[config.mk]
export PLATFORM = sky130hd
export DESIGN_NAME = base_k_symbol_packer
export DESIGN_NICKNAME = d
export VERILOG_FILES = /design/src/design/bksp_pkg.sv /design/src/design/base_k_symbol_packer.sv /design/src/design/bksp_ctrl.sv /design/src/design/bksp_dp.sv
export SDC_FILE = /design/constraint.sdc
export NUM_CORES = 1
export LEC_CHECK = 0
export ABC_AREA = 1
export BUFFER_PORTS_ARGS = -buffer_cell sky130_fd_sc_hd__buf_2
export CAP_MARGIN = 20
export CELL_PAD_IN_SITES_DETAIL_PLACEMENT = 1
export CELL_PAD_IN_SITES_GLOBAL_PLACEMENT = 1
export CORE_MARGIN = 2
export CORE_UTILIZATION = 46
export CTS_CLUSTER_SIZE = 30
export DETAILED_ROUTE_END_ITERATION = 6
export GPL_TIMING_DRIVEN = 0
export HOLD_SLACK_MARGIN = 0.08
export PLACE_DENSITY_LB_ADDON = 0.1
export SYNTH_ARGS = -nofsm -noshare
export SYNTH_HDL_FRONTEND = slang
export SYNTH_SLANG_ARGS = --single-unit
[constraint.sdc]
create_clock -name clk -period 6.86 [get_ports clk]
set_input_delay 0.343 -clock clk [delete_from_list [all_inputs] [get_ports clk]]
set_output_delay 0.343 -clock clk [all_outputs]
set_load 0.005 [all_outputs]
[src/design/bksp_pkg.sv]
// Shared types, codes and lookup functions for the base-k symbol packer.
package bksp_pkg;

	// Width of the unpack character counter.
	localparam int MAX_LENGTH_BITS = 16;
	localparam int SYM_W           = 8;
	localparam int NUM_SYMS        = 6;
	localparam int ALPHA_W         = SYM_W * NUM_SYMS;

	localparam logic DIR_PACK   = 1'b0;
	localparam logic DIR_UNPACK = 1'b1;

	typedef logic [MAX_LENGTH_BITS-1:0] len_t;

	typedef enum logic [1:0] {
		REG_DIRECTION       = 2'd0,
		REG_ALPHABET_SIZE   = 2'd1,
		REG_ALPHABET_CHARS  = 2'd2,
		REG_ORIGINAL_LENGTH = 2'd3
	} reg_idx_t;

	typedef enum logic [1:0] {
		ST_IDLE   = 2'd0,
		ST_PAD    = 2'd1,
		ST_UNPACK = 2'd2
	} state_t;

	typedef struct packed {
		logic acc;           // fold input digit into group
		logic pad;           // append one zero digit
		logic pack_out;      // emit group byte, clear group
		logic unpack_load;   // take byte, start digit split
		logic unpack_emit;   // emit next digit character
		logic unpack_finish; // item done, clear count on message end
	} bksp_cmd_t;

	typedef struct packed {
		logic unpack_mode;
		logic pack_close;
		logic pad_done;
		logic can_emit;
		logic last_digit;
		logic out_free;
	} bksp_status_t;

	// Sizes below 2 act as 2, above 6 as 6.
	function automatic logic [2:0] eff_base(input logic [2:0] size);
		logic [2:0] b;
		b = size;
		if (size < 3'd2) begin
			b = 3'd2;
		end else if (size > 3'd6) begin
			b = 3'd6;
		end
		return b;
	endfunction

	// Digits per packed byte.
	function automatic logic [2:0] group_len(input logic [2:0] base);
		logic [2:0] r;
		case (base)
			3'd2: r = 3'd7;
			3'd3: r = 3'd5;
			default: r = 3'd3;
		endcase
		return r;
	endfunction

	// base ** group_len, the range of one group.
	function automatic logic [7:0] group_span(input logic [2:0] base);
		logic [7:0] s;
		case (base)
			3'd2: s = 8'd128;
			3'd3: s = 8'd243;
			3'd4: s = 8'd64;
			3'd5: s = 8'd125;
			default: s = 8'd216;
		endcase
		return s;
	endfunction

	function automatic logic [SYM_W-1:0] symbol_at(input logic [ALPHA_W-1:0] chars,
			input logic [2:0] idx);
		logic [SYM_W-1:0] s;
		s = '0;
		for (int i = 0; i < NUM_SYMS; i++) begin
			if (idx == 3'(i)) begin
				s = chars[i*SYM_W +: SYM_W];
			end
		end
		return s;
	endfunction

endpackage

[src/design/base_k_symbol_packer.sv]
// Top level of the base-k symbol packer: stream ports, config port, controller and datapath.
//
//  channel   handshake                      payload
//  s_axis    s_axis_tvalid / s_axis_tready  tdata = data_byte, tlast = msg_end
//  m_axis    m_axis_tvalid / m_axis_tready  tdata = out_byte, tlast = run_last,
//                                           tuser = bad_symbol
//  cfg       cfg_we (no wait)               cfg_index, cfg_wdata
//
// Pack: a request that does not close a group only folds its digit into the group. A closing
// request moves on to the pad state, which appends zero pad digits until the group is full
// and then loads the output register; the pad loop runs one multiply by the base per cycle.
// Unpack: the byte is loaded, then the digit splitter gives one character per cycle while the
// output is free (up to 7); a finish step follows if the length limit cuts the group short.
// One request is in flight at a time; s_axis_tready is high only while idle.
// A finished result waits in the output register; m_axis_tready low stalls the
// sequencer only when it has a new result to load. Reset is asynchronous, active
// low, clears all control state and restores register defaults; no clearing pass.
module base_k_symbol_packer (
	input  logic                          clk,
	input  logic                          arst_n,
	// configuration writes
	input  logic                          cfg_we,
	input  logic [1:0]                    cfg_index,
	input  logic [bksp_pkg::ALPHA_W-1:0]  cfg_wdata,
	// input stream
	input  logic                          s_axis_tvalid,
	output logic                          s_axis_tready,
	input  logic [7:0]                    s_axis_tdata,  // [7:0] data_byte
	input  logic                          s_axis_tlast,  // msg_end
	// output stream
	output logic                          m_axis_tvalid,
	input  logic                          m_axis_tready,
	output logic [7:0]                    m_axis_tdata,  // [7:0] out_byte
	output logic                          m_axis_tlast,  // run_last
	output logic                          m_axis_tuser   // [0] bad_symbol
);

	bksp_pkg::bksp_cmd_t    cmd;
	bksp_pkg::bksp_status_t status;

	// sequencer: decides which datapath step runs each cycle
	bksp_ctrl u_ctrl (
		.clk      (clk),
		.arst_n   (arst_n),
		.in_valid (s_axis_tvalid),
		.in_ready (s_axis_tready),
		.status   (status),
		.cmd      (cmd)
	);

	// datapath: config, group accumulator, digit splitter, output register
	bksp_dp u_dp (
		.clk       (clk),
		.arst_n    (arst_n),
		.cfg_we    (cfg_we),
		.cfg_index (cfg_index),
		.cfg_wdata (cfg_wdata),
		.in_byte   (s_axis_tdata),
		.in_end    (s_axis_tlast),
		.cmd       (cmd),
		.status    (status),
		.out_valid (m_axis_tvalid),
		.out_ready (m_axis_tready),
		.out_byte  (m_axis_tdata),
		.out_last  (m_axis_tlast),
		.out_bad   (m_axis_tuser)
	);

endmodule

[src/design/bksp_ctrl.sv]
// Sequencer for the base-k symbol packer: accept, pad, emit.
module bksp_ctrl (
	input  logic                  clk,
	input  logic                  arst_n,
	input  logic                  in_valid,
	output logic                  in_ready,
	input  bksp_pkg::bksp_status_t status,
	output bksp_pkg::bksp_cmd_t    cmd
);

	bksp_pkg::state_t state_q;
	bksp_pkg::state_t state_d;

	always_ff @(posedge clk or negedge arst_n) begin
		if (!arst_n) begin
			state_q <= bksp_pkg::ST_IDLE;
		end else begin
			state_q <= state_d;
		end
	end

	always_comb begin
		cmd      = '0;
		in_ready = 1'b0;
		state_d  = state_q;
		case (state_q)
			bksp_pkg::ST_IDLE: begin
				in_ready = 1'b1;
				if (in_valid) begin
					if (status.unpack_mode) begin
						cmd.unpack_load = 1'b1;
						state_d         = bksp_pkg::ST_UNPACK;
					end else begin
						cmd.acc = 1'b1;
						if (status.pack_close) begin
							state_d = bksp_pkg::ST_PAD;
						end
					end
				end
			end
			bksp_pkg::ST_PAD: begin
				if (!status.pad_done) begin
					cmd.pad = 1'b1;
				end else if (status.out_free) begin
					cmd.pack_out = 1'b1;
					state_d      = bksp_pkg::ST_IDLE;
				end
			end
			bksp_pkg::ST_UNPACK: begin
				if (!status.can_emit) begin
					cmd.unpack_finish = 1'b1;
					state_d           = bksp_pkg::ST_IDLE;
				end else if (status.out_free) begin
					cmd.unpack_emit = 1'b1;
					if (status.last_digit) begin
						cmd.unpack_finish = 1'b1;
						state_d           = bksp_pkg::ST_IDLE;
					end
				end
			end
			default: begin
				state_d = bksp_pkg::ST_IDLE;
			end
		endcase
	end

endmodule

[src/design/bksp_dp.sv]
// Datapath for the base-k symbol packer: config, group state, digit split, output register.
module bksp_dp (
	input  logic                          clk,
	input  logic                          arst_n,
	input  logic                          cfg_we,
	input  logic [1:0]                    cfg_index,
	input  logic [bksp_pkg::ALPHA_W-1:0]  cfg_wdata,
	input  logic [7:0]                    in_byte,
	input  logic                          in_end,
	input  bksp_pkg::bksp_cmd_t           cmd,
	output bksp_pkg::bksp_status_t        status,
	output logic                          out_valid,
	input  logic                          out_ready,
	output logic [7:0]                    out_byte,
	output logic                          out_last,
	output logic                          out_bad
);

	// config
	logic                         direction_q;
	logic [2:0]                   alpha_size_q;
	logic [bksp_pkg::ALPHA_W-1:0] alpha_chars_q;
	logic [15:0]                  orig_len_q;

	// pack state
	logic [7:0] group_value_q;
	logic [2:0] digits_q;
	logic       group_bad_q;

	// unpack state
	bksp_pkg::len_t chars_q;
	logic [7:0]     rem_q;
	logic [2:0]     idx_q;
	logic           end_q;

	logic       out_valid_q;
	logic [7:0] out_byte_q;
	logic       out_last_q;
	logic       out_bad_q;

	logic [2:0]  base;
	logic [2:0]  ratio;
	logic [7:0]  span;
	logic [2:0]  in_digit;
	logic        in_found;
	logic [10:0] acc_prod;
	logic [10:0] pad_prod;
	logic [2:0]  digits_inc;
	logic        bad_next;
	logic [7:0]  unp_byte;
	logic [9:0]  red;
	logic [10:0] shifted;
	logic [10:0] emit_rem;
	logic [2:0]  emit_digit;
	bksp_pkg::len_t limit;
	bksp_pkg::len_t chars_inc;
	logic        emit_last;
	logic        out_load;

	assign base  = bksp_pkg::eff_base(alpha_size_q);
	assign ratio = bksp_pkg::group_len(base);
	assign span  = bksp_pkg::group_span(base);

	// Character to digit: lowest matching index wins; zero maps to digit 0.
	always_comb begin
		in_digit = '0;
		in_found = 1'b0;
		for (int i = 0; i < bksp_pkg::NUM_SYMS; i++) begin
			if (!in_found && (in_byte != 8'd0) && (3'(i) < base) &&
					(alpha_chars_q[i*bksp_pkg::SYM_W +: bksp_pkg::SYM_W] == in_byte)) begin
				in_digit = 3'(i);
				in_found = 1'b1;
			end
		end
	end

	assign acc_prod   = 11'(group_value_q) * 11'(base) + 11'(in_digit);
	assign pad_prod   = 11'(group_value_q) * 11'(base);
	assign digits_inc = digits_q + 3'd1;
	assign bad_next   = group_bad_q | ((in_byte != 8'd0) & ~in_found);

	// Byte minus one, reduced modulo the group span (only low digits survive).
	assign unp_byte = in_byte - 8'd1;
	always_comb begin
		red = 10'(unp_byte);
		for (int j = 1; j <= 3; j++) begin
			if (10'(unp_byte) >= 10'(j) * 10'(span)) begin
				red = 10'(unp_byte) - 10'(j) * 10'(span);
			end
		end
	end

	// Most significant digit first: digit = floor(rem * base / span).
	assign shifted = 11'(rem_q) * 11'(base);
	always_comb begin
		emit_digit = '0;
		emit_rem   = shifted;
		for (int j = 1; j <= 5; j++) begin
			if (shifted >= 11'(j) * 11'(span)) begin
				emit_digit = 3'(j);
				emit_rem   = shifted - 11'(j) * 11'(span);
			end
		end
	end

	assign limit     = bksp_pkg::len_t'(orig_len_q);
	assign chars_inc = chars_q + bksp_pkg::len_t'(1);
	assign emit_last = (idx_q == ratio - 3'd1) || (chars_inc >= limit);
	assign out_load  = cmd.pack_out | cmd.unpack_emit;

	assign status.unpack_mode = (direction_q == bksp_pkg::DIR_UNPACK);
	assign status.pack_close  = (digits_inc >= ratio) || in_end;
	assign status.pad_done    = (digits_q >= ratio);
	assign status.can_emit    = (chars_q < limit);
	assign status.last_digit  = (idx_q == ratio - 3'd1);
	assign status.out_free    = ~out_valid_q | out_ready;

	always_ff @(posedge clk or negedge arst_n) begin
		if (!arst_n) begin
			direction_q   <= bksp_pkg::DIR_PACK;
			alpha_size_q  <= 3'd4;
			alpha_chars_q <= '0;
			orig_len_q    <= '0;
		end else if (cfg_we) begin
			case (bksp_pkg::reg_idx_t'(cfg_index))
				bksp_pkg::REG_DIRECTION:       direction_q   <= cfg_wdata[0];
				bksp_pkg::REG_ALPHABET_SIZE:   alpha_size_q  <= cfg_wdata[2:0];
				bksp_pkg::REG_ALPHABET_CHARS:  alpha_chars_q <= cfg_wdata;
				bksp_pkg::REG_ORIGINAL_LENGTH: orig_len_q    <= cfg_wdata[15:0];
				default: ;
			endcase
		end
	end

	always_ff @(posedge clk or negedge arst_n) begin
		if (!arst_n) begin
			group_value_q <= '0;
			digits_q      <= '0;
			group_bad_q   <= 1'b0;
		end else if (cmd.acc) begin
			group_value_q <= acc_prod[7:0];
			digits_q      <= digits_inc;
			group_bad_q   <= bad_next;
		end else if (cmd.pad) begin
			group_value_q <= pad_prod[7:0];
			digits_q      <= digits_inc;
		end else if (cmd.pack_out) begin
			group_value_q <= '0;
			digits_q      <= '0;
			group_bad_q   <= 1'b0;
		end
	end

	always_ff @(posedge clk or negedge arst_n) begin
		if (!arst_n) begin
			chars_q <= '0;
			idx_q   <= '0;
			end_q   <= 1'b0;
		end else begin
			if (cmd.unpack_load) begin
				idx_q <= '0;
				end_q <= in_end;
			end else if (cmd.unpack_emit) begin
				idx_q <= idx_q + 3'd1;
			end
			if (cmd.unpack_finish && end_q) begin
				chars_q <= '0;
			end else if (cmd.unpack_emit && (chars_q != '1)) begin
				chars_q <= chars_inc;
			end
		end
	end

	always_ff @(posedge clk) begin
		if (cmd.unpack_load) begin
			rem_q <= red[7:0];
		end else if (cmd.unpack_emit) begin
			rem_q <= emit_rem[7:0];
		end
	end

	always_ff @(posedge clk or negedge arst_n) begin
		if (!arst_n) begin
			out_valid_q <= 1'b0;
		end else if (out_load) begin
			out_valid_q <= 1'b1;
		end else if (out_ready) begin
			out_valid_q <= 1'b0;
		end
	end

	always_ff @(posedge clk) begin
		if (cmd.pack_out) begin
			out_byte_q <= group_value_q + 8'd1;
			out_last_q <= 1'b1;
			out_bad_q  <= group_bad_q;
		end else if (cmd.unpack_emit) begin
			out_byte_q <= bksp_pkg::symbol_at(alpha_chars_q, emit_digit);
			out_last_q <= emit_last;
			out_bad_q  <= 1'b0;
		end
	end

	assign out_valid = out_valid_q;
	assign out_byte  = out_byte_q;
	assign out_last  = out_last_q;
	assign out_bad   = out_bad_q;

`ifndef SYNTHESIS
	// Never overwrite a result that is still waiting.
	assert property (@(posedge clk) disable iff (!arst_n)
		(out_valid_q && !out_ready) |-> !out_load)
		else $error("bksp_dp: output register overwritten while stalled");

	// Emitting a group leaves a clean group behind.
	assert property (@(posedge clk) disable iff (!arst_n)
		cmd.pack_out |=> (digits_q == 3'd0) && (group_value_q == 8'd0) && !group_bad_q)
		else $error("bksp_dp: group state not cleared after emit");

	// Each emitted character advances the count by one, or it sits at its ceiling.
	assert property (@(posedge clk) disable iff (!arst_n)
		(cmd.unpack_emit && !cmd.unpack_finish) |=>
			(chars_q == $past(chars_inc)) || ($past(chars_q) == '1))
		else $error("bksp_dp: character count did not advance");
`endif

endmodule

# == Word-level counts from Yosys, hierarchy flattened ==
# Index checks and enable logic that the tools add are counted.
# word_totals
ff_bits,121
input_bits,64
output_inout_bits,12
wordCells,213
# op_classes
n_addsub,15
multipliers,5
magnitude_cmp,20
eq_ne,29
muxes,80
n_bitwise,6
reduce_logical,42
# ops
op,count
$mux W8,21
$sub A8 B8 Y8,8
$eq A8 B8 Y1,6
$mux W3,11
$mux W16,2
$pmux W8 S4,1
$mux W2,15
$mux W1,28
$ge A11 B10 Y1,2
$mul A2 B8 Y10 const A,2
$logic_and A1 B1 Y1,19
$add A16 B1 Y16 const B,1
$ge A16 B16 Y1,1
$lt A16 B16 Y1,1
$ne A16 B16 Y1 const B,1
$eq A3 B2 Y1 const B,4
$eq A3 B3 Y1 const B,4
$ge A11 B11 Y1,1
$ge A11 B8 Y1,1
$ge A11 B9 Y1,1
$mul A3 B8 Y11 const A,1
$mul A8 B3 Y11,1
$ge A8 B10 Y1,1
$reduce_and A2 Y1,5
35 further kinds,59

# == Logic depth before layout (Yosys ltp) ==
# logic_depth
depth_word,36
mapped_depth,33
ltp_nobuf,31

# == Hierarchy ==
# A second synthesis with hierarchy kept.
# hier_totals
cells_unflattened,1672
hier_area_um2,12009.0
# modules_own_cells
mod,n_inst,cells_per_inst,area_each_um2
bksp_dp,1,1640,11831.3
bksp_ctrl,1,32,177.7

# == Worst setup path before layout ==
# OpenSTA, ideal clock, no wires.
# synth_timing
path_kind,reg-to-reg
from,register u_dp.alpha_size_q[2]
to,"register u_dp.out_byte_q[7] (netlist: u_dp.out_byte[7]), data pin"
t_arrival_ns,5.000
required_ns,6.606
slack_ns,1.605
path_stages_with_launch,25
path_buffers,3
path_cell_list,dfstp_2 buf_4 nand2_2 nand2_2 nand2_1 inv_1 clkbuf_1 nand2_1 fa_1 inv_1 ha_1 fa_1 nand3_1 nand2_1 xor2_1 ha_1 a21oi_1 a21boi_0 nand3_1 nand4_1 nand2_2 buf_2 a21oi_1 nand3_1 o21a_1
# synth_between
elab_chain_len,20
elab_cells_between_ends,40
# synth_rtl
item,line_no,source
from (decl),bksp_dp.sv:21,logic [2:0] alpha_size_q;
from (signal assigned),bksp_dp.sv:127,bksp_pkg::REG_ALPHABET_SIZE: alpha_size_q <= cfg_wdata[2:0];
$gt A3 B3 Y1,bksp_pkg.sv:52,end else if (size > 3'd6) begin
$mux W3,bksp_pkg.sv:52,
$mux W3 (*),bksp_pkg.sv:50,if (size < 3'd2) begin
"parallel branches: the longest is 16 deep, another holds $ge A11 B10 Y1",n/a,
$mux W8 (*),bksp_dp.sv:193,if (cmd.pack_out) begin
to (signal assigned),bksp_dp.sv:194,out_byte_q <= group_value_q + 8'd1;
to (signal assigned),bksp_dp.sv:198,"out_byte_q <= bksp_pkg::symbol_at(alpha_chars_q, emit_digit);"
to (decl),bksp_dp.sv:37,logic [7:0] out_byte_q;
# Mark *: on every way between the ends. The select of a mux whose other input is x is not followed.
# A chain may end at the register's enable or synchronous reset.

# == Worst setup path in the final report ==
# layout_timing
from,register u_dp.alpha_size_q[2]
to,"register u_dp.rem_q[2], data pin"
# layout_between
elab_chain_len,13
elab_cells_between_ends,39
# layout_rtl
item,line_no,source
$gt A3 B3 Y1,bksp_pkg.sv:52,
$mux W3,bksp_pkg.sv:52,
$mux W3 (*),bksp_pkg.sv:50,
"parallel branches: the longest is 9 deep, another holds $ge A11 B10 Y1",n/a,
$mux W8 (*),bksp_dp.sv:175,if (cmd.unpack_load) begin
to (signal assigned),bksp_dp.sv:176,rem_q <= red[7:0];
to (signal assigned),bksp_dp.sv:178,rem_q <= emit_rem[7:0];
to (decl),bksp_dp.sv:32,logic [7:0] rem_q;
# Marked as above.

==> impl_metrics.py <==
metrics = {
    "status": {
        "status": "completed",
    },
    "finish": {
        "fillers": 3407,
        "finish.instance_area_mm2": 0.0135,
        "finalNetCount": 1985,
        "layout_common_cells": "nand2_1, inv_1, ha_1",
        "drive_above_1_share_pct": 10.4,
        "seqCellArea_mm2": 0.00311,
        "area_growth_pct": 11.6,
        "n_antenna_cell": 0,
        "multi_input_area_mm2": 0.00788,
        "final_common_cell": "nand2_1",
    },
    "sta": {
        "hold_viol": 0,
        "final-max-slew-violation-count": 0,
        "timing.slew.headroom_pct": 21.8,
        "finalSetupViolations": 0,
        "layout_setup_ws_ns": 0.468,
        "max_freq_ghz": 0.156,
        "period_share_pct": 93.2,
        "finalCriticalPeriod_ns": 6.39,
        "clock_skew_ns": 0.0116,
        "rsz0062_at_grt": "false",
        "setup_tns_ns": 0,
        "max_slew.worst_pin.slew_ns": 1.16,
    },
    "setup_path": {
        "r2r_cells": 22,
        "crit_start": "u_dp.alpha_size_q[2]",
        "crit_path_frequent_cell": "inv_1",
        "worstPathArrival_ns": 6.62,
        "worstSetupPathType": "reg2reg",
        "start_kind": "register",
        "critPathCapture": "u_dp.rem_q[2]",
        "r2r_slack_ns": 0.47,
        "slowest_stage": "xor2_1",
        "endpoint_kind": "register",
        "cp_max_fo": 15,
        "cp.required_ns": 7.09,
        "r2r_start": "u_dp.alpha_size_q[2]",
        "max_stage_delay_ns": 0.75,
        "r2r_end": "u_dp.rem_q[2]",
        "crit_chain": "buf_4 -> inv_1 -> nor2_1 -> inv_1 -> nand2_1 -> fa_1 -> inv_1 -> ha_1 -> fa_1 -> xor2_1 -> ha_1 -> inv_1 -> o21bai_1 -> a21boi_0 -> nand3_1 -> nand4_1 -> nand2_2 -> nor2_8 -> buf_4 -> o21a_1 -> nand3_1 -> a21oi_1",
    },
    "yosys": {
        "synth_edf_count": 17,
        "synth_nets": 1896,
        "ys_warn_count": 0,
        "synth.avg_cell_area_um2": 7.22,
        "synth_seq_cells": 121,
        "async_flop_share_pct": 85.1,
        "ys_types": 56,
        "syn_area_mm2": 0.0121,
        "synth_top_flop_cell": "dfrtp_1",
        "synthCells": 1675,
        "ys_seq_area_share_pct": 25.7,
    },
    "placed_design": {
        "place.gp.congestion": 0.984,
        "hpwl_um": 34600,
        "placed_area_mm2": 0.0129,
        "place_ws_ns": -0.635,
        "port_buffers": 69,
    },
    "clock_network": {
        "cts_buffers": 17,
        "path_clk_slew_ns": 0.06,
        "clock_latency_ns": 0.43,
        "clockBufferDepth": 2,
        "clock_sinks": 121,
        "cts-root-buf": "clkbuf_16",
        "htree_levels": 4,
        "tritoncts": "built",
    },
    "global_routing": {
        "grt_pass1_wl_um": 68500,
        "overflow": 0,
        "grt_max_degree": 72,
        "antenna_found_initial": 0,
        "grt_pass1_vias": 12600,
        "grtUsageTotal_pct": 31.5,
    },
    "die": {
        "rows": 59,
        "core_mm2": 0.0259,
        "die_w_um": 166,
        "die_h_um": 166,
        "dieArea_mm2": 0.0276,
        "initial_core_util_pct": 46.7,
        "io_pins": 76,
    },
    "drt": {
        "drt_pre_antenna_iters": 7,
        "drc": 0,
        "wire_per_inst_um": 20.4,
        "drt-initial-drc-count": 825,
        "ant_nets": 0,
        "drt-vias-per-instance": 5.75,
        "vias": 12100,
        "wl_um": 43200,
    },
    "job": {
        "max_cap_viol_count": 0,
    },
    "hold_path": {
        "min_path_type": "in2reg",
    },
}
## synth_stat cells (all sizes together) (5+ instances only)
| cell type | number | share of area [%] |
|---|---|---|
| xor2 | 67 | 4.9 |
| o22ai | 12 | 0.62 |
| buf | 17 | 0.87 |
| nor2 | 142 | 4.9 |
| dfrtp | 102 | 21 |
| edfxtp | 17 | 4.2 |
| ha | 135 | 14 |
| o21ai | 95 | 3.9 |
| nand4 | 25 | 1.3 |
| clkbuf | 25 | 0.78 |
| o211ai | 8 | 0.50 |
| nand2 | 367 | 12 |
| a211oi | 5 | 0.31 |
| o21a | 6 | 0.37 |
| nor4 | 7 | 0.36 |
| or2 | 14 | 0.72 |
| xnor2 | 29 | 2.1 |
| a21oi | 130 | 5.5 |
| nand3 | 125 | 5.3 |
| mux2 | 16 | 1.5 |
| fa | 22 | 3.6 |
| inv | 239 | 7.4 |
| a31oi | 11 | 0.57 |
| nor3 | 24 | 0.99 |
## metal layers
layer / global-route usage (%) / vias up / routed length, um
li1: - / 5716 / -
met1: 41.5 / 5965 / 18900
met2: 52.8 / 364 / 20200
met3: 4.08 / 92 / 2450
met4: 12.4 / 0 / 1650
met5: 0 / - / 0
## cell families (layout without fill, tap and decap cells)
logic type	count (synthesis)	count (layout)	synth area share (%)
flops	121	121	25.7
xor+xnor	96	96	6.95
buf+inv	284	386	9.16
fa+ha+maj	157	157	17.6
compound gates	291	291	13.4
mux	16	16	1.49
simple gates	710	710	25.6
## sequential cells by signal, summed over array words and instances, names as in the netlist
signal,cells
u_ctrl.state_q,2
u_dp.alpha_chars_q,48
u_dp.alpha_size_q,3
u_dp.chars_q,16
u_dp.digits_q,3
u_dp.direction_q,1
u_dp.end_q,1
u_dp.group_bad_q,1
u_dp.group_value_q,8
u_dp.idx_q,3
u_dp.limit,16
u_dp.out_bad,1
u_dp.out_byte,8
u_dp.out_last,1
u_dp.out_valid,1
u_dp.rem_q,8
## critical path: cells and delay by family (launching register included)
kind            cells  cell delay [ns]
buf+inv             6             1.37
simple gates        7             1.18
compound gates      4             0.85
fa+ha+maj           4             1.64
flops               1             0.36
xor+xnor            1             0.75
## how the worst min path moves through the flow
stage	slack (ns)	endpoint	cells past startpoint	start
floorplan	0.05	u_ctrl.state_q[0]	0	arst_n
global placement	0.47	u_dp.end_q	2	u_dp.end_q
detailed placement	0.34	u_dp.digits_q[2]	1	arst_n
CTS	0.14	u_dp.alpha_chars_q[25]	2	cfg_wdata[25]
global route	0.14	u_dp.alpha_chars_q[37]	2	cfg_wdata[37]
finish	0.14	u_dp.alpha_chars_q[25]	2	cfg_wdata[25]
## timing repair
action / CTS / global route
buffers inserted: 0 / 0
setup endpoints to repair: 16 / 16
endpoints found under the hold margin: 32 / 0
resized for setup: 1 / 4
hold buffers: 1 / 0
cloned: 1 / 0
pin swaps: 0 / 0
## layout make-up
type | instances | share of cell area [%]
plain buffers | 40 | 1.43
clock buffers | 17 | 3.15
clock inverters | 15 | 1.21
inverters | 242 | 6.76
multi-input cells | 1270 | 58.4
flip-flops and latches | 121 | 23.0
well taps | 335 | 3.11
repair buffers | 71 | 2.86
repair inverters | 1 | 0.0371
## metrics by stage
stage / hold slack (ns) / util [%] / std cells
3_5_place_dp: 0.339 / 49.7 / 2080
2_1_floorplan: 0.0474 / - / 1675
3_3_place_gp: 0.466 / 49.6 / 2079
6_report: 0.138 / 52.1 / 2112
4_1_cts: 0.140 / 52.1 / 2113
5_1_grt: 0.143 / 52.1 / 2112
Power is left out: the tool's default activity adds up to more than one toggle a clock period on the data nets, which glitch-free logic cannot reach.
